<file path="config.mk">
export PLATFORM = sky130hd
export DESIGN_NAME = lin_response_receiver_core
export DESIGN_NICKNAME = d
export VERILOG_FILES = /design/src/hdl/lrr_pkg.sv /design/src/hdl/lin_response_receiver_core.sv
export SDC_FILE = /design/constraint.sdc
export NUM_CORES = 1
export LEC_CHECK = 0
export ABC_AREA = 1
export CAP_MARGIN = 30
export CORE_ASPECT_RATIO = 1.5
export CORE_MARGIN = 3
export CORE_UTILIZATION = 45
export DETAILED_ROUTE_END_ITERATION = 7
export DONT_BUFFER_PORTS = 1
export PLACE_DENSITY = 0.74
export SKIP_LAST_GASP = 1
export SLEW_MARGIN = 20
export SYNTH_ARGS = -nofsm -noshare
export SYNTH_HDL_FRONTEND = slang
export SYNTH_SLANG_ARGS = --single-unit
</file>
<file path="constraint.sdc">
create_clock -name clk_i -period 3.2 [get_ports clk_i]
set_input_delay 0.64 -clock clk_i [delete_from_list [all_inputs] [get_ports clk_i]]
set_output_delay 0.64 -clock clk_i [all_outputs]
set_load 0.05 [all_outputs]
</file>
<file path="src/hdl/lrr_pkg.sv">
// Package for the LIN response receiver: sizes, register indexes,
// item codes and result status codes.
// No dependencies.
`default_nettype none

package lrr_pkg;

  localparam int unsigned MAX_DATA_BYTES = 8;
  localparam int unsigned TIMER_BITS     = 24;

  // Field widths
  localparam int unsigned LEN_W     = 4;
  localparam int unsigned ID_W      = 8;
  localparam int unsigned TIMEOUT_W = 24;
  localparam int unsigned BYTE_W    = 8;
  localparam int unsigned IDX_W     = 3;
  localparam int unsigned CFG_IDX_W = 2;
  localparam int unsigned CFG_DAT_W = 24;
  localparam int unsigned OUT_DAT_W = 40;

  // Register indexes
  localparam logic [CFG_IDX_W-1:0] REG_DATA_LENGTH   = 2'd0;
  localparam logic [CFG_IDX_W-1:0] REG_PROTECTED_ID  = 2'd1;
  localparam logic [CFG_IDX_W-1:0] REG_FRAME_TIMEOUT = 2'd2;

  // Register reset values
  localparam logic [LEN_W-1:0]     DATA_LENGTH_RST   = 4'd8;
  localparam logic [ID_W-1:0]      PROTECTED_ID_RST  = 8'd0;
  localparam logic [TIMEOUT_W-1:0] FRAME_TIMEOUT_RST = 24'd10000;

  typedef enum logic [1:0] {
    MODE_START = 2'd0,
    MODE_BYTE  = 2'd1,
    MODE_TICK  = 2'd2,
    MODE_IDLE  = 2'd3
  } mode_e;

  typedef enum logic [1:0] {
    ST_PROCESSING = 2'd0,
    ST_VALID      = 2'd1,
    ST_BAD_CHKSUM = 2'd2,
    ST_TIMEOUT    = 2'd3
  } status_e;

  typedef struct packed {
    logic [BYTE_W-1:0] frame_count;
    logic [BYTE_W-1:0] computed_checksum;
    logic [BYTE_W-1:0] received_checksum;
    logic [BYTE_W-1:0] data_byte;
    logic [IDX_W-1:0]  data_index;
    logic              data_strobe;
  } result_t;

endpackage

`default_nettype wire

</file>
<file path="src/hdl/lin_response_receiver_core.sv">
// LIN response receiver core: frame phase tracking, enhanced checksum
// check, frame timeout and frame counter behind stream ports.
// Depends on lrr_pkg.
// The result of each accepted request is registered in the output register.
// Throughput: one request per cycle; the output register stalls the input only while a
// result waits and the downstream side holds tready low.
// Reset: rst_ni is asynchronous, active low; registers return to their defaults,
// phase to sync, timer, checksum sum and frame counter to zero, no result pending.
`default_nettype none

module lin_response_receiver_core (
  input  wire logic                             clk_i,
  input  wire logic                             rst_ni,

  // Configuration write channel
  input  wire logic                             cfg_valid_i,
  output logic                                  cfg_ready_o,
  input  wire logic [lrr_pkg::CFG_IDX_W-1:0]    cfg_index_i,
  input  wire logic [lrr_pkg::CFG_DAT_W-1:0]    cfg_data_i,

  // Input stream
  input  wire logic                             s_axis_tvalid_i,
  output logic                                  s_axis_tready_o,
  input  wire logic [7:0]                       s_axis_tdata_i,  // [7:0] rx_byte
  input  wire logic [1:0]                       s_axis_tuser_i,  // [1:0] mode

  // Result stream
  output logic                                  m_axis_tvalid_o,
  input  wire logic                             m_axis_tready_i,
  // [0] data_strobe, [3:1] data_index, [11:4] data_byte, [19:12] received_checksum,
  // [27:20] computed_checksum, [35:28] frame_count, [39:36] zero
  output logic [lrr_pkg::OUT_DAT_W-1:0]         m_axis_tdata_o,
  output logic [1:0]                            m_axis_tuser_o   // [1:0] status
);

  typedef enum logic [1:0] {
    PH_SYNC  = 2'd0,
    PH_ID    = 2'd1,
    PH_DATA  = 2'd2,
    PH_CHKSM = 2'd3
  } phase_e;

  localparam int unsigned CMP_W = 33;  // covers any timer width up to 32
  localparam int unsigned POS_W = lrr_pkg::IDX_W + 1;
  localparam logic [lrr_pkg::TIMER_BITS-1:0] TIMER_MAX = '1;
  localparam logic [lrr_pkg::LEN_W-1:0] MAX_LEN = lrr_pkg::LEN_W'(lrr_pkg::MAX_DATA_BYTES);

  // Configuration registers
  logic [lrr_pkg::LEN_W-1:0]     data_length_q;
  logic [lrr_pkg::ID_W-1:0]      protected_id_q;
  logic [lrr_pkg::TIMEOUT_W-1:0] frame_timeout_q;

  // Frame state
  phase_e                        phase_q, phase_d;
  logic [lrr_pkg::IDX_W-1:0]     pos_q, pos_d;
  logic [lrr_pkg::BYTE_W-1:0]    sum_q, sum_d;
  logic [lrr_pkg::TIMER_BITS-1:0] ticks_q, ticks_d;
  logic [lrr_pkg::BYTE_W-1:0]    frames_q, frames_d;

  // Output register
  logic                          out_valid_q;
  lrr_pkg::status_e              status_q, status_d;
  lrr_pkg::result_t              res_q, res_d;

  logic                          in_acc;
  lrr_pkg::mode_e                mode;
  logic [lrr_pkg::BYTE_W-1:0]    rx;
  logic [lrr_pkg::LEN_W-1:0]     eff_len;
  logic [POS_W-1:0]              pos_next;
  logic [lrr_pkg::BYTE_W:0]      raw_sum;
  logic                          timed_out;

  assign cfg_ready_o     = 1'b1;
  assign s_axis_tready_o = !out_valid_q || m_axis_tready_i;
  assign in_acc          = s_axis_tvalid_i && s_axis_tready_o;
  assign mode            = lrr_pkg::mode_e'(s_axis_tuser_i);
  assign rx              = s_axis_tdata_i;

  // Length clamp: zero acts as one, oversize acts as the maximum
  always_comb begin
    if (data_length_q == '0) begin
      eff_len = lrr_pkg::LEN_W'(1);
    end else if (data_length_q > MAX_LEN) begin
      eff_len = MAX_LEN;
    end else begin
      eff_len = data_length_q;
    end
  end

  assign pos_next = {1'b0, pos_q} + POS_W'(1);
  // End-around carry add
  assign raw_sum  = {1'b0, sum_q} + {1'b0, rx};

  always_comb begin
    phase_d  = phase_q;
    pos_d    = pos_q;
    sum_d    = sum_q;
    ticks_d  = ticks_q;
    frames_d = frames_q;
    status_d = lrr_pkg::ST_PROCESSING;
    res_d    = '0;
    timed_out = 1'b0;

    if (mode == lrr_pkg::MODE_START) begin
      ticks_d = '0;
      phase_d = PH_SYNC;
      pos_d   = '0;
      sum_d   = '0;
    end else begin
      if (mode == lrr_pkg::MODE_TICK && ticks_q != TIMER_MAX) begin
        ticks_d = ticks_q + lrr_pkg::TIMER_BITS'(1);
      end
      timed_out = CMP_W'(ticks_d) > CMP_W'(frame_timeout_q);
      if (timed_out) begin
        phase_d  = PH_SYNC;
        status_d = lrr_pkg::ST_TIMEOUT;
      end else if (mode == lrr_pkg::MODE_BYTE) begin
        unique case (phase_q)
          PH_SYNC: begin
            phase_d = PH_ID;
          end
          PH_ID: begin
            phase_d = PH_DATA;
            pos_d   = '0;
            sum_d   = protected_id_q;
          end
          PH_DATA: begin
            sum_d             = raw_sum[lrr_pkg::BYTE_W-1:0]
                              + lrr_pkg::BYTE_W'(raw_sum[lrr_pkg::BYTE_W]);
            res_d.data_strobe = 1'b1;
            res_d.data_index  = pos_q;
            res_d.data_byte   = rx;
            if (pos_next >= POS_W'(eff_len)) begin
              phase_d = PH_CHKSM;
            end else begin
              pos_d = pos_next[lrr_pkg::IDX_W-1:0];
            end
          end
          PH_CHKSM: begin
            res_d.received_checksum = rx;
            res_d.computed_checksum = ~sum_q;
            frames_d = frames_q + lrr_pkg::BYTE_W'(1);
            phase_d  = PH_SYNC;
            status_d = (rx == ~sum_q) ? lrr_pkg::ST_VALID : lrr_pkg::ST_BAD_CHKSUM;
          end
          default: begin
            phase_d = PH_SYNC;
          end
        endcase
      end
    end
    res_d.frame_count = frames_d;
  end

  // Configuration registers
  always_ff @(posedge clk_i or negedge rst_ni) begin
    if (!rst_ni) begin
      data_length_q   <= lrr_pkg::DATA_LENGTH_RST;
      protected_id_q  <= lrr_pkg::PROTECTED_ID_RST;
      frame_timeout_q <= lrr_pkg::FRAME_TIMEOUT_RST;
    end else if (cfg_valid_i && cfg_ready_o) begin
      unique case (cfg_index_i)
        lrr_pkg::REG_DATA_LENGTH:   data_length_q   <= cfg_data_i[lrr_pkg::LEN_W-1:0];
        lrr_pkg::REG_PROTECTED_ID:  protected_id_q  <= cfg_data_i[lrr_pkg::ID_W-1:0];
        lrr_pkg::REG_FRAME_TIMEOUT: frame_timeout_q <= cfg_data_i[lrr_pkg::TIMEOUT_W-1:0];
        default: ;  // unmapped index, write dropped
      endcase
    end
  end

  // Frame state and result register
  always_ff @(posedge clk_i or negedge rst_ni) begin
    if (!rst_ni) begin
      phase_q     <= PH_SYNC;
      pos_q       <= '0;
      sum_q       <= '0;
      ticks_q     <= '0;
      frames_q    <= '0;
      out_valid_q <= 1'b0;
      status_q    <= lrr_pkg::ST_PROCESSING;
    end else begin
      if (in_acc) begin
        phase_q     <= phase_d;
        pos_q       <= pos_d;
        sum_q       <= sum_d;
        ticks_q     <= ticks_d;
        frames_q    <= frames_d;
        status_q    <= status_d;
        out_valid_q <= 1'b1;
      end else if (m_axis_tready_i) begin
        out_valid_q <= 1'b0;
      end
    end
  end

  // Payload needs no reset
  always_ff @(posedge clk_i) begin
    if (in_acc) begin
      res_q <= res_d;
    end
  end

  assign m_axis_tvalid_o = out_valid_q;
  assign m_axis_tuser_o  = status_q;
  assign m_axis_tdata_o  = lrr_pkg::OUT_DAT_W'(res_q);

`ifndef ASSERT_OFF
  // A result held against back-pressure stays unchanged until taken
  a_result_held: assert property (@(posedge clk_i) disable iff (!rst_ni)
    out_valid_q && !m_axis_tready_i
    |=> out_valid_q && $stable(res_q) && $stable(status_q))
    else $error("held result changed");

  // Data strobe only on processing results
  a_strobe_status: assert property (@(posedge clk_i) disable iff (!rst_ni)
    out_valid_q && res_q.data_strobe |-> status_q == lrr_pkg::ST_PROCESSING)
    else $error("data strobe with final status");

  // Checksum fields only on frame completion results
  a_chk_fields: assert property (@(posedge clk_i) disable iff (!rst_ni)
    out_valid_q && (status_q == lrr_pkg::ST_PROCESSING || status_q == lrr_pkg::ST_TIMEOUT)
    |-> (res_q.received_checksum == '0 && res_q.computed_checksum == '0))
    else $error("checksum fields set outside frame end");

  // Frame counter advances on every completed frame
  a_frame_count: assert property (@(posedge clk_i) disable iff (!rst_ni)
    in_acc && (status_d == lrr_pkg::ST_VALID || status_d == lrr_pkg::ST_BAD_CHKSUM)
    |=> frames_q == $past(frames_q) + lrr_pkg::BYTE_W'(1))
    else $error("frame counter did not advance");
`endif

endmodule

`default_nettype wire

</file>
**Word level (Yosys, flattened, before mapping)**

Index checks and enable logic that the tools add are counted.
Widths: inputs -> output; s select.

- Register bits after elaboration: 120
- Output and inout port bits: 45

- Multiplexer cells: 31
- Magnitude comparators: 3
- Bitwise logic cells: 4
- Add/subtract/negate cells: 5
- Eq/ne operators: 12
- Reductions and logical operators: 21

Operators with widths:

| cell | number |
|---|---|
| $mux 24 | 3 |
| $mux 8 | 7 |
| $add 24x1->24 const B | 1 |
| $gt 24x24->1 | 1 |
| $ne 24x24->1 const B | 1 |
| $mux 2 | 9 |
| $pmux 8 s2 | 1 |
| $mux 3 | 4 |
| $add 8x8->9 | 1 |
| $add 8x1->8 | 1 |
| $add 8x1->8 const B | 1 |
| $eq 2x2->1 const B | 4 |
| $eq 8x8->1 | 1 |
| $mux 4 | 2 |
| $not 8->8 | 1 |
| $pmux 2 s4 | 1 |
| $reduce_or 4->1 | 2 |
| $eq 2x1->1 const B | 3 |
| $logic_not 2->1 | 3 |
| $pmux 3 s2 | 1 |
| $reduce_and 2->1 | 3 |
| $reduce_bool 3->1 | 2 |
| $reduce_and 5->1 | 1 |
| $add 3x1->4 const B | 1 |
| other kinds (15) | 21 |

**Depth between registers and ports, before layout**

Gate-level depths: netlist of run 1.

- Depth after elaboration: 9
- Depth in mapped cells: 28
- Gate-level depth less buffers: 26

**Worst setup path after synthesis of run 1**

OpenSTA, ideal clock, no wires.

- Kind: register -> register
- Start: reg ticks_q[0] in the netlist's numbering
- End: reg res_q (netlist bit m_axis_tdata_o[21]), data pin
- Cell stages (with the launch flop): 23
- Path buffers: 3
- Slack: -0.141 ns
- Required time: 2.943 ns
- Data arrival time: 3.084 ns
- Setup time: 0.257 ns
- Cells stage by stage: dfrtp_1 ha_1 inv_2 nor2_4 nand2_2 nor3b_4 nand3_2 nand2_4 buf_4 nand2_1 a21boi_0 ha_1 nand2_1 nor2_1 nand2_1 nor2_1 nand2_1 nand3_1 nand2_1 buf_2 nand2_1 buf_2 nor2_1

- Cells in the longest elaborated chain, start to end: 6
- Elaborated cells between the ends (all ways): 7

RTL lines:

| element | line | text |
|---|---|---|
| start, declared | lin_response_receiver_core.sv:57 | `logic [lrr_pkg::TIMER_BITS-1:0] ticks_q, ticks_d;` |
| start signal, assigned | lin_response_receiver_core.sv:186 | `ticks_q <= ticks_d;` |
| branches (longest 2 deep; another with $add 24x1->24) | n/a |  |
| $mux 24 (*) | lin_response_receiver_core.sv:110 | `if (mode == lrr_pkg::MODE_TICK && ticks_q != TIMER_MAX) begin` |
| $mux 24 (*) | lin_response_receiver_core.sv:104 | `if (mode == lrr_pkg::MODE_START) begin` |
| $gt 24x24->1 (*) | lin_response_receiver_core.sv:113 | `timed_out = CMP_W'(ticks_d) > CMP_W'(frame_timeout_q);` |
| $reduce_or 4->1 (no source line) (*) | n/a |  |
| end signal, assigned | lin_response_receiver_core.sv:199 | `res_q <= res_d;` |
| end, declared | lin_response_receiver_core.sv:63 | `lrr_pkg::result_t res_q, res_d;` |

Every way passes the cells marked *. The select of a mux whose other input is x is not followed.
A chain may end at the register's enable or synchronous reset.

**Worst setup path in the final report of run 1**

- Start: reg ticks_q[5] in the netlist's numbering
- End: reg res_q (netlist bit m_axis_tdata_o[28]), data pin

- Cells in the longest elaborated chain, start to end: 7
- Elaborated cells between the ends (all ways): 8

RTL lines:

| element | line | text |
|---|---|---|
| branches (longest 2 deep; another with $add 24x1->24) | n/a |  |
| $mux 24 (*) | lin_response_receiver_core.sv:110 |  |
| $mux 24 (*) | lin_response_receiver_core.sv:104 |  |
| $gt 24x24->1 (*) | lin_response_receiver_core.sv:113 |  |
| $mux 8 (*) | lin_response_receiver_core.sv:114 | `if (timed_out) begin` |
| $mux 8 (*) | lin_response_receiver_core.sv:104 |  |
| net frames_d, one bit | lin_response_receiver_core.sv:58 | `logic [lrr_pkg::BYTE_W-1:0] frames_q, frames_d;` |

Mark *: on every way through the listed nets, which the timed path passes. The select of a mux whose other input is x is not followed.

==> summary.md, run 1 <==
| Metric | Value |
|---|---|
| Outcome | `finished with violations` |
| Violated checks | `negative setup slack` |
| Setup Total Neg Slack | `-5680 ps` |
| Max Cap Violations | `0` |
| Avg Inst Size Synth | `7.629 um2` |
| Slew @ Worst Pin | `729.2 ps` |
| Type of the tightest min-delay check | `input port to async pin` |
| Post-Syn Instances | `968` |
| Peak VDD IR | `0.4141 mV` |
| GRT overflow | `0` |
| DRC viols | `0` |
| Rows | `56` |
| Setup ws final | `-162.9 ps` |
| Clock Skew | `6.370 ps` |
| Post-synthesis sequential area ratio | `0.4321` |
| Tcrit/Tclk final | `1.051` |
| Synth Cell Area | `7385 um2` |
| Final Cell Area | `9711 um2` |
| Total CTS buffers | `17` |
| Initial DRC count | `358` |
| Synth Warn # | `0` |
| Initial Util | `0.4663` |
| Routed len/inst | `15.63 um` |
| Synth area leader | `dfrtp_1` |
| I/O pin cnt | `86` |
| Worst-skew pair later-pin latency | `430 ps` |
| RSZ-0062 raised after global routing | `true` |
| Diodes inserted | `0` |
| Vias in the first global route | `6673` |
| I/O Buffers | `0` |
| Yosys cell types | `42` |
| Dpl cell area | `8260 um2` |
| CTS sink count | `120` |
| TritonCTS clock tree | `built` |
| Max Fclk | `0.2974 GHz` |
| Vias | `6822` |
| Chip width | `110.6 um` |
| Die H | `162.9 um` |
| Dpl hpwl | `13540 um` |
| CTS Root Cell | `clkbuf_16` |
| Pwr Total | `0.006796 W` |
| Ys async rst share | `0.7000` |
| EDFF count, synth | `36` |
| Final Hold Fails | `0` |
| Layout overhead on the synthesized area | `31.50%` |
| Crit path DAT | `3530 ps` |
| Hold slack | `52.97 ps` |
| Vias per cell | `5.252` |
| Routability cong. | `0.9313` |
| Util after Layout | `0.6132` |
| Min cycle time layout | `3363 ps` |
| Kind of start point of the critical path | `register` |
| Core Area | `15840 um2` |
| Seq cells post-synth | `120` |
| CP required | `3370 ps` |
| Critical path fanouts, max | `10` |
| Leak Pwr | `4.892 nW` |
| Pre-Repair DR Iteration Count | `4` |
| Final wirelength | `20300 um` |
| Share of Yosys cell area claimed by the top area cell type | `0.2643` |
| Max-slew headroom | `0.5109` |
| Bufs on Longest Clock Path | `2` |
| Share of layout cells above drive strength 1 | `0.2427` |
| Largest net degree at the start of global routing | `79` |
| # nets final | `1170` |
| Final setup violation count | `57` |
| Clk pin slew, worst setup/hold paths | `60 ps` |
| Synth area leaders | `dfrtp_1 (26%), edfxtp_1 (15%), nand2_1 (14%), inv_1 (7.9%), ha_1 (7.6%)` |
| Die ar. | `18020 um2` |
| Max-slew violation count | `0` |
| H-Tree Depth | `4` |
| Total Routing Usage GR | `0.2155` |
| Antenna violations before repair | `0` |
| P per Cell Area | `699.8 nW/um2` |
| Crit Path Category | `register to register` |
| Ys flop type | `dfrtp_1` |
| Routed Antenna Nets | `0` |
| Crit end category | `register` |
| First-pass GRT wire length | `31170 um` |
cell usage after synthesis (all sizes together) (3+ instances only):
library cell  number
a21boi             3
a21oi             28
and2               3
buf               17
clkbuf            13
dfrtp             78
dfstp              6
edfxtp            36
ha                45
inv              158
nand2            270
nand3             48
nand3b             3
nand4             15
nor2              96
nor3              15
o211ai             3
o21ai             76
o22ai             17
xor2              24
layout by cell type (no fill, tap or decap), types with 14 or more instances in the layout:
cell type / n
xor2_1: 23
o22ai_1: 14
nand2_2: 24
dfrtp_1: 78
nand3_1: 40
edfxtp_1: 36
nand2_1: 238
o21ai_0: 52
clkbuf_16: 19
a21oi_1: 24
inv_1: 149
nand4_1: 15
nor2_1: 80
buf_4: 102
ha_1: 36
power by group:
group	switching, W	leakage (nW)	internal, W
logic	0.00142	3.19	0.00100
clock network	0.000735	0.301	0.00131
registers	0.000425	1.40	0.00190
registers in the layout, indices dropped and copies added, names as in the netlist, 3 cells and up:
register / cells
data_length_q: 4
frame_timeout_q: 24
frames_q: 8
m_axis_tdata_o: 36
pos_q: 3
protected_id_q: 8
sum_q: 8
ticks_q: 24
layer usage:
layer / wire (um) / share of wire / up-vias / GRT usage
li1: - / - / 3320 / -
met1: 7210 / 0.36 / 3204 / 0.2096
met2: 11250 / 0.55 / 219 / 0.4144
met3: 835 / 0.041 / 79 / 0.04461
met4: 1004 / 0.049 / 0 / 0.1272
met5: 0 / 0 / - / 0
critical path, cell delays in order (launching register included):
cell	delay (ps)
dfrtp_1	380
nand2_1	150
nor2_2	180
nand2_2	90
nor3b_4	220
nand3_2	110
nand2_4	140
buf_8	140
buf_8	110
nand2_1	50
o21ai_1	180
inv_1	80
ha_1	290
nand2_1	70
nor2_2	140
nand2_1	80
nand2_1	80
nand2_2	80
nand3_4	90
nand2_4	90
buf_8	150
nand2_1	90
o21ai_2	80
cell type report:
cell class,instances,area (um2)
inverter,160,605.6
clock inverter,14,197.7
timing repair buffer,123,1112
sequential,120,3191
clock buffer,18,429.2
multi-input combinational,661,3921
fill,1326,6125
tap,203,254.0
through the flow:
step / worst slack, ps / instances
global route: -309.9 / 1299
detailed placement: -356.9 / 1237
finish: -162.9 / 1299
CTS: -19.22 / 1288
global placement: -303.4 / 1237
floorplan: 21.12 / 971
final timing paths:
check | start | depth (start not counted) | slack (ps) | end
max in group asynchronous | rst_ni | 1 | 2750 | frame_timeout_q[6]
worst min-delay path | rst_ni | 0 | 50 | frame_timeout_q[8]
worst max register to register | ticks_q[5] | 22 | -160 | m_axis_tdata_o[28]
worst max-delay path | ticks_q[5] | 22 | -160 | m_axis_tdata_o[28]
min in group clk_i | cfg_data_i[8] | 2 | 330 | frame_timeout_q[8]
worst min register to register | protected_id_q[7] | 2 | 480 | protected_id_q[7]
cell families after synthesis:
family          after synthesis  synth area share
buf+inv                     190            0.1030
xor+xnor                     26           0.03084
fa+ha+maj                    46           0.07896
compound gates              130           0.09691
simple gates                454            0.2572
other cells                   2          0.001017
flops                       120            0.4321
repair_timing:
item                                   in CTS  in global routing
setup endpoints to repair                  59                 60
pin swaps                                  12                 26
resized for setup                          52                 88
hold buffers                                1                  0
buffers inserted                           18                 10
endpoints found under the hold margin      78                  0
gates cloned                                1                  3
No activity file was read; power rests on OpenSTA's default activity.
==> run 2, diff against run 1 <==
- GPL_TIMING_DRIVEN: not set -> 0
==> run 2 against run 1 <==
Net effect:
- the run still ends with negative setup slack left
- total power decreased by 2.6%
- fmax decreased by 4.2%
- clock skew increased by 5.6 ps
- highest routed layer unchanged
- core utilization decreased by 2.1 points
- non-clock buffer count decreased by 38
- final cell count decreased by 2.9%
- routed wire length decreased by 1.2%
- design area decreased by 3.4%
- first-iteration DRC count increased by 20%
- critical path type unchanged
- combinational power decreased by 2%
- sequential share of layout area increased by 1.2 points
==> summary.md, run 2 (synthesized netlist as in run 1, its figures left out) <==
| Metric | Value |
|---|---|
| Outcome | `finished with violations` |
| Violated checks | `negative setup slack` |
| Initial Util | `0.4663 (unchanged)` |
| I/O pin cnt | `86 (unchanged)` |
| Crit path depth | `25 (+14%)` |
| Type of the tightest min-delay check | `input port to async pin` |
| Filler cells | `1365 (+2.9%)` |
| Largest net degree at the start of global routing | `79 (unchanged)` |
| CP startpoint | `ticks_q[1]` |
| Antenna violations before repair | `0 (unchanged)` |
| Max Fclk | `0.2849 GHz (-4.2%)` |
| Reg2Reg Depth | `25 (+14%)` |
| Register Area | `3193 um2 (about the same)` |
| Chip width | `110.6 um (unchanged)` |
| Routed Antenna Nets | `0 (unchanged)` |
| CTS sink count | `120 (unchanged)` |
| Most used routing layer | `met2` |
| Crit-path leading delay family | `buffers and inverters` |
| Clk pin slew, worst setup/hold paths | `60 ps (about the same)` |
| Most frequent cells in the layout | `nand2_1 (226), inv_1 (147), nor2_1 (77)` |
| Crit end category | `register` |
| Bufs and invs on worst path | `16 (+12)` |
| Bufs on Longest Clock Path | `2 (unchanged)` |
| TritonCTS clock tree | `built` |
| Met2 usage | `0.4227 (+0.008287)` |
| DRC viols | `0 (unchanged)` |
| Peak VDD IR | `0.4051 mV (-2.2%)` |
| Crit path DAT | `3850 ps (+320 ps)` |
| Clock Skew | `11.95 ps (+5.577 ps)` |
| Routed len/inst | `15.90 um (+1.8%)` |
| Layout overhead on the synthesized area | `26.97%` |
| Vias per cell | `5.295 (+0.82%)` |
| Max-slew violation count | `0 (unchanged)` |
| # nets final | `1132 (-3.2%)` |
| Initial DRC count | `431 (+20%)` |
| CP required | `3540 ps (+170 ps)` |
| Crit path to | `ticks_q[2]` |
| Critical path fanouts, max | `9 (-1)` |
| Biggest cell delay along the critical path | `400 ps (+20 ps)` |
| Final setup violation count | `59 (+3.5%)` |
| Vias | `6677 (-2.1%)` |
| H-Tree Depth | `4 (unchanged)` |
| Slowest-stage cell, CP | `dfrtp_1` |
| Die H | `162.9 um (unchanged)` |
| Max-slew headroom | `0.5674 (+0.05654)` |
| Max Cap Violations | `0 (unchanged)` |
| Core Area | `15840 um2 (unchanged)` |
| Worst-skew pair later-pin latency | `440 ps (about the same)` |
| GRT overflow | `0 (unchanged)` |
| Crit Path Category | `register to register` |
| Share of layout cells above drive strength 1 | `0.2193 (-0.02342)` |
| Setup ws final | `-310.5 ps (-147.6 ps)` |
| Diodes inserted | `0 (unchanged)` |
| Area occupied by multi-input gates | `3988 um2 (+1.7%)` |
| Dpl hpwl | `13250 um (-2.2%)` |
| Leak Pwr | `4.583 nW (-6.3%)` |
| Met1 Use GR | `0.2225 (+0.01285)` |
| Vias in the first global route | `6643 (-0.45%)` |
| Pre-Repair DR Iteration Count | `8 (+4)` |
| Reg2reg start | `ticks_q[1]` |
| RSZ-0062 raised after global routing | `true` |
| Routability cong. | `0.9788 (+5.1%)` |
| CTS Root Cell | `clkbuf_16` |
| Crit path top cell by count | `buf_4` |
| Util after Layout | `0.5921 (-0.02110)` |
| Min cycle time layout | `3510 ps (+147.6 ps)` |
| P per Cell Area | `705.9 nW/um2 (+0.86%)` |
| First-pass GRT wire length | `32060 um (+2.9%)` |
| Worst R2R Setup Slack | `-310 ps (-150 ps)` |
| Kind of start point of the critical path | `register` |
| Slew @ Worst Pin | `648.8 ps (-80.31 ps)` |
| Die ar. | `18020 um2 (unchanged)` |
| Tcrit/Tclk final | `1.097 (+0.04611)` |
| Max FFs per register | `36 (unchanged)` |
| Global-route met3 utilization | `0.04721 (+0.002602)` |
| Total CTS buffers | `17 (unchanged)` |
| Pre-CTS WS | `-805.1 ps (-448.2 ps)` |
| Rows | `56 (unchanged)` |
| Commonest non-fill, non-tap cell in the layout | `nand2_1` |
| Total Routing Usage GR | `0.2245 (+0.008926)` |
| I/O Buffers | `0 (unchanged)` |
| Final Hold Fails | `0 (unchanged)` |
| Critical R2R Capture | `ticks_q[2]` |
| Final wirelength | `20060 um (-1.2%)` |
## run 2: area by class of cell
cell class	instances	share of cell area
well taps	203	0.02709
clock inverters	13	0.01641
repair buffers	55	0.05618
multi-input cells	661	0.4253
inverters	160	0.06485
flip-flops and latches	120	0.3405
plain buffers	30	0.02349
clock buffers	19	0.04617
## run 2: how the worst min path moves through the flow
stage                     depth (start not counted)             endpoint    from  slack [ps]
after global routing                              0  frame_timeout_q[13]  rst_ni          40
after global placement                            0      m_axis_tvalid_o  rst_ni         350
after CTS                                         0  frame_timeout_q[13]  rst_ni          40
final                                             0  frame_timeout_q[13]  rst_ni          50
after detailed placement                          0  frame_timeout_q[23]  rst_ni         350
after floorplan                                   0     data_length_q[0]  rst_ni         340
## run 2: metal layers
| layer | routed length [um] | part of all wire |
|---|---|---|
| met4 | 1065 | 0.053 |
| met3 | 794 | 0.040 |
| met2 | 10790 | 0.54 |
| met1 | 7404 | 0.37 |
| met5 | 0 | 0 |
## run 2: timing repair
| item | in CTS | in global routing |
|---|---|---|
| buffers inserted | 35 | 14 |
| hold buffers | 1 | 0 |
| resized for setup | 113 | 51 |
| gates cloned | 4 | 1 |
| endpoints found under the hold margin | 78 | 0 |
| setup endpoints to repair | 59 | 60 |
| pin swaps | 21 | 21 |
## run 2: where the power goes
group | internal, W | switching, W | leakage, nW
registers | 0.00191 | 0.000422 | 1.40
logic | 0.000934 | 0.00143 | 2.90
clock network | 0.00122 | 0.000711 | 0.282
total | 0.00406 | 0.00256 | 4.58
## run 2: metrics by stage
step                      hold WS (ps)  area (um2)  instances  total power (W)  TNS (ps)
after global routing             40.15        9376       1261         0.007048    -16020
after CTS                        42.74        9065       1247         0.006436     -3757
after floorplan                  344.4        7416        971         0.003703         0
final                            52.67        9376       1261         0.006618     -9234
after global placement           348.0        7670       1174         0.004067    -58940
after detailed placement         349.2        7691       1175         0.004142    -38610
==> run 3, diff against run 2 <==
- CORE_UTILIZATION: 45 -> 58
- PLACE_DENSITY: 0.74 -> 0.88
==> run 3 against run 2 <==
Net effect:
- the run still ends with negative setup slack left
- fmax fell by 2.6%
- total power rose by 4.5%
- clock skew fell by 4.0 ps
- largest cell class unchanged
- sequential share of layout area fell by 0.091 points
- worst hold slack improved by 4.3 ps
- design area rose by 0.27%
- sequential cell count did not move
- register-to-register slack got worse by 90 ps
- count of clock-buffer cells in the layout fell by 2
- via count rose by 11%
==> summary.md, run 3 (synthesized netlist as in run 1, its figures left out) <==
| Metric | Value |
|---|---|
| Outcome | `finished with violations` |
| Violated checks | `negative setup slack` |
| Type of the tightest min-delay check | `input port to async pin` |
| Dpl cell area | `7629 um2 (-0.81%)` |
| Most frequent cells in the layout | `nand2_1 (227), inv_1 (147), dfrtp_1 (76)` |
| Reg2reg start | `ticks_q[3]` |
| Total CTS buffers | `17 (unchanged)` |
| Slowest-stage cell, CP | `dfrtp_1` |
| Max-slew violation count | `0 (unchanged)` |
| CP startpoint | `ticks_q[3]` |
| Routed Antenna Nets | `0 (unchanged)` |
| Clk pin slew, worst setup/hold paths | `60 ps (about the same)` |
| Worst R2R Setup Slack | `-400 ps (-90 ps)` |
| I/O Buffers | `0 (unchanged)` |
| Pre-CTS WS | `-888.9 ps (-83.84 ps)` |
| P per Cell Area | `735.8 nW/um2 (+4.2%)` |
| Total Routing Usage GR | `0.3143 (+0.08983)` |
| GRT overflow | `0 (unchanged)` |
| Layout overhead on the synthesized area | `27.31%` |
| Dpl hpwl | `13300 um (+0.38%)` |
| Initial DRC count | `677 (+57%)` |
| Worst-skew pair later-pin latency | `430 ps (about the same)` |
| RSZ-0062 raised after global routing | `true` |
| Crit path depth | `24 (-4.0%)` |
| Die H | `144.2 um (-11%)` |
| Critical R2R Capture | `frames_q[3]` |
| # nets final | `1123 (-0.80%)` |
| Final setup violation count | `59 (unchanged)` |
| DRC viols | `0 (unchanged)` |
| Vias | `7383 (+11%)` |
| CP required | `3560 ps (+20 ps)` |
| Filler cells | `701 (-49%)` |
| Slew @ Worst Pin | `1152 ps (+502.8 ps)` |
| Tcrit/Tclk final | `1.127 (+0.02949)` |
| Area occupied by multi-input gates | `4109 um2 (+3.0%)` |
| Crit path DAT | `3960 ps (+110 ps)` |
| Max Fclk | `0.2774 GHz (-2.6%)` |
| Routability cong. | `0.9807 (+0.19%)` |
| Antenna violations before repair | `0 (unchanged)` |
| Max-slew headroom | `0.2263 (-0.3411)` |
| Bufs on Longest Clock Path | `2 (unchanged)` |
| Chip width | `98.13 um (-11%)` |
| Hold slack | `56.95 ps (+4.279 ps)` |
| Register Area | `3193 um2 (unchanged)` |
| Rows | `49 (-13%)` |
| Peak VDD IR | `0.4321 mV (+6.7%)` |
| Final wirelength | `24240 um (+21%)` |
| Min cycle time layout | `3605 ps (+94.36 ps)` |
| Setup ws final | `-404.8 ps (-94.35 ps)` |
| Leak Pwr | `4.568 nW (-0.34%)` |
| I/O pin cnt | `86 (unchanged)` |
| Crit end category | `register` |
| H-Tree Depth | `4 (unchanged)` |
| Biggest cell delay along the critical path | `480 ps (+80 ps)` |
| Clock Skew | `7.985 ps (-3.961 ps)` |
| Crit path to | `frames_q[3]` |
| Largest net degree at the start of global routing | `79 (unchanged)` |
| Reg2Reg Depth | `24 (-4.0%)` |
| Critical path fanouts, max | `6 (-3)` |
| Die ar. | `14150 um2 (-21%)` |
| Crit-path cells | `nand2_2 -> nor2_4 -> nand2_2 -> nor3b_4 -> nand3_2 -> nand2_4 -> buf_12 -> xor2_2 -> inv_1 -> ha_1 -> inv_1 -> nand2_1 -> nand2_1 -> nand2_1 -> nand2_1 -> nand2_1 -> nand2_1 -> nand2_2 -> nand3_4 -> nand2_8 -> buf_8 -> o21ai_0 -> nand2_1 -> nand2_1` |
| First-pass GRT wire length | `34890 um (+8.8%)` |
| CTS Root Cell | `clkbuf_16` |
| Diodes inserted | `0 (unchanged)` |
| Kind of start point of the critical path | `register` |
| CTS sink count | `120 (unchanged)` |
| Commonest non-fill, non-tap cell in the layout | `nand2_1` |
| Bufs and invs on worst path | `4 (-12)` |
| Pre-Repair DR Iteration Count | `7 (-1)` |
| Final Cell Area | `9402 um2 (+0.27%)` |
| Crit Path Category | `register to register` |
| Vias in the first global route | `7234 (+8.9%)` |
| Max Cap Violations | `0 (unchanged)` |
| Crit-path leading delay family | `simple AND/OR/NAND/NOR gates` |
| Max FFs per register | `36 (unchanged)` |
| Routed len/inst | `20.17 um (+27%)` |
| Vias per cell | `6.142 (+16%)` |
| Initial Util | `0.6053 (+0.1389)` |
| Share of layout cells above drive strength 1 | `0.2221 (+0.002835)` |
| Crit path top cell by count | `nand2_1` |
| Core Area | `12200 um2 (-23%)` |
| Final Hold Fails | `0 (unchanged)` |
| TritonCTS clock tree | `built` |
-- run 3: changes by cell type in the layout (fill, tap and decap cells not counted), moves of 3 or more --
cell	delta
buf_6	+4
o21ai_0	-3
nand2_2	-6
nand3_4	+3
nor2_1	-9
nor2_4	+4
nand2_4	+4
o21ai_1	+6
buf_4	-15
nor2_2	+5
o21ai_2	-3
-- run 3: power breakdown --
group          total (W)  internal, W  leakage, nW  switching [W]
clock network    0.00190      0.00115        0.275       0.000757
registers        0.00236      0.00191         1.40       0.000457
logic            0.00265     0.000980         2.89        0.00167
total            0.00692      0.00403         4.57        0.00289
-- run 3: worst min path at each step --
stage | end | slack, ps | depth (start not counted)
after detailed placement | ticks_q[21] | 350 | 0
after floorplan | data_length_q[0] | 340 | 0
after CTS | frame_timeout_q[10] | 60 | 0
final | frame_timeout_q[10] | 60 | 0
after global routing | frame_timeout_q[10] | 50 | 0
after global placement | ticks_q[21] | 350 | 0
-- run 3: final cells by class --
| type | count | share of cell area |
|---|---|---|
| tap | 153 | 0.02036 |
| timing repair buffer | 46 | 0.05230 |
| sequential | 120 | 0.3396 |
| buffer | 30 | 0.02422 |
| clock inverter | 15 | 0.01624 |
| clock buffer | 17 | 0.04525 |
| inverter | 160 | 0.06495 |
| multi-input combinational | 661 | 0.4371 |
-- run 3: what timing repair did --
| item | in CTS | in global routing |
|---|---|---|
| resized for setup | 114 | 83 |
| pin swaps | 25 | 35 |
| gates cloned | 3 | 3 |
| hold buffers | 1 | 0 |
| setup endpoints to repair | 59 | 59 |
| endpoints found under the hold margin | 78 | 0 |
| setup buffers | 25 | 14 |
-- run 3: worst register-to-register path, delay by kind of cell, from the launching register on --
| kind | cells | cell delay, ps |
|---|---|---|
| and+or+nand+nor | 17 | 1800 |
| DFF | 1 | 480 |
| buffers and inverters | 4 | 440 |
| xor gates and xnor gates | 1 | 340 |
| AOI/OAI and AO/OA | 1 | 300 |
| adders and majority gates | 1 | 190 |
-- run 3: per-stage QoR --
| stage | utilization | std cells | setup TNS, ps | power [W] |
|---|---|---|---|---|
| 6_report | 0.7706 | 1202 | -20370 | 0.006917 |
| 4_1_cts | 0.7318 | 1186 | -8655 | 0.006403 |
| 5_1_grt | 0.7706 | 1202 | -26970 | 0.007241 |
| 3_5_place_dp | 0.6253 | 1125 | -42260 | 0.004156 |
| 3_3_place_gp | 0.6235 | 1124 | -58110 | 0.004051 |
| 2_1_floorplan | - | 971 | 0 | 0.003703 |
-- run 3: per-layer routing --
metal / global-route usage / vias to the layer above / wire length, um
met3: 0.06708 / 200 / 2084
met5: 0 / - / 0
met1: 0.3088 / 3455 / 7632
met4: 0.2353 / 0 / 2399
met2: 0.5761 / 516 / 12130
li1: - / 3212 / -
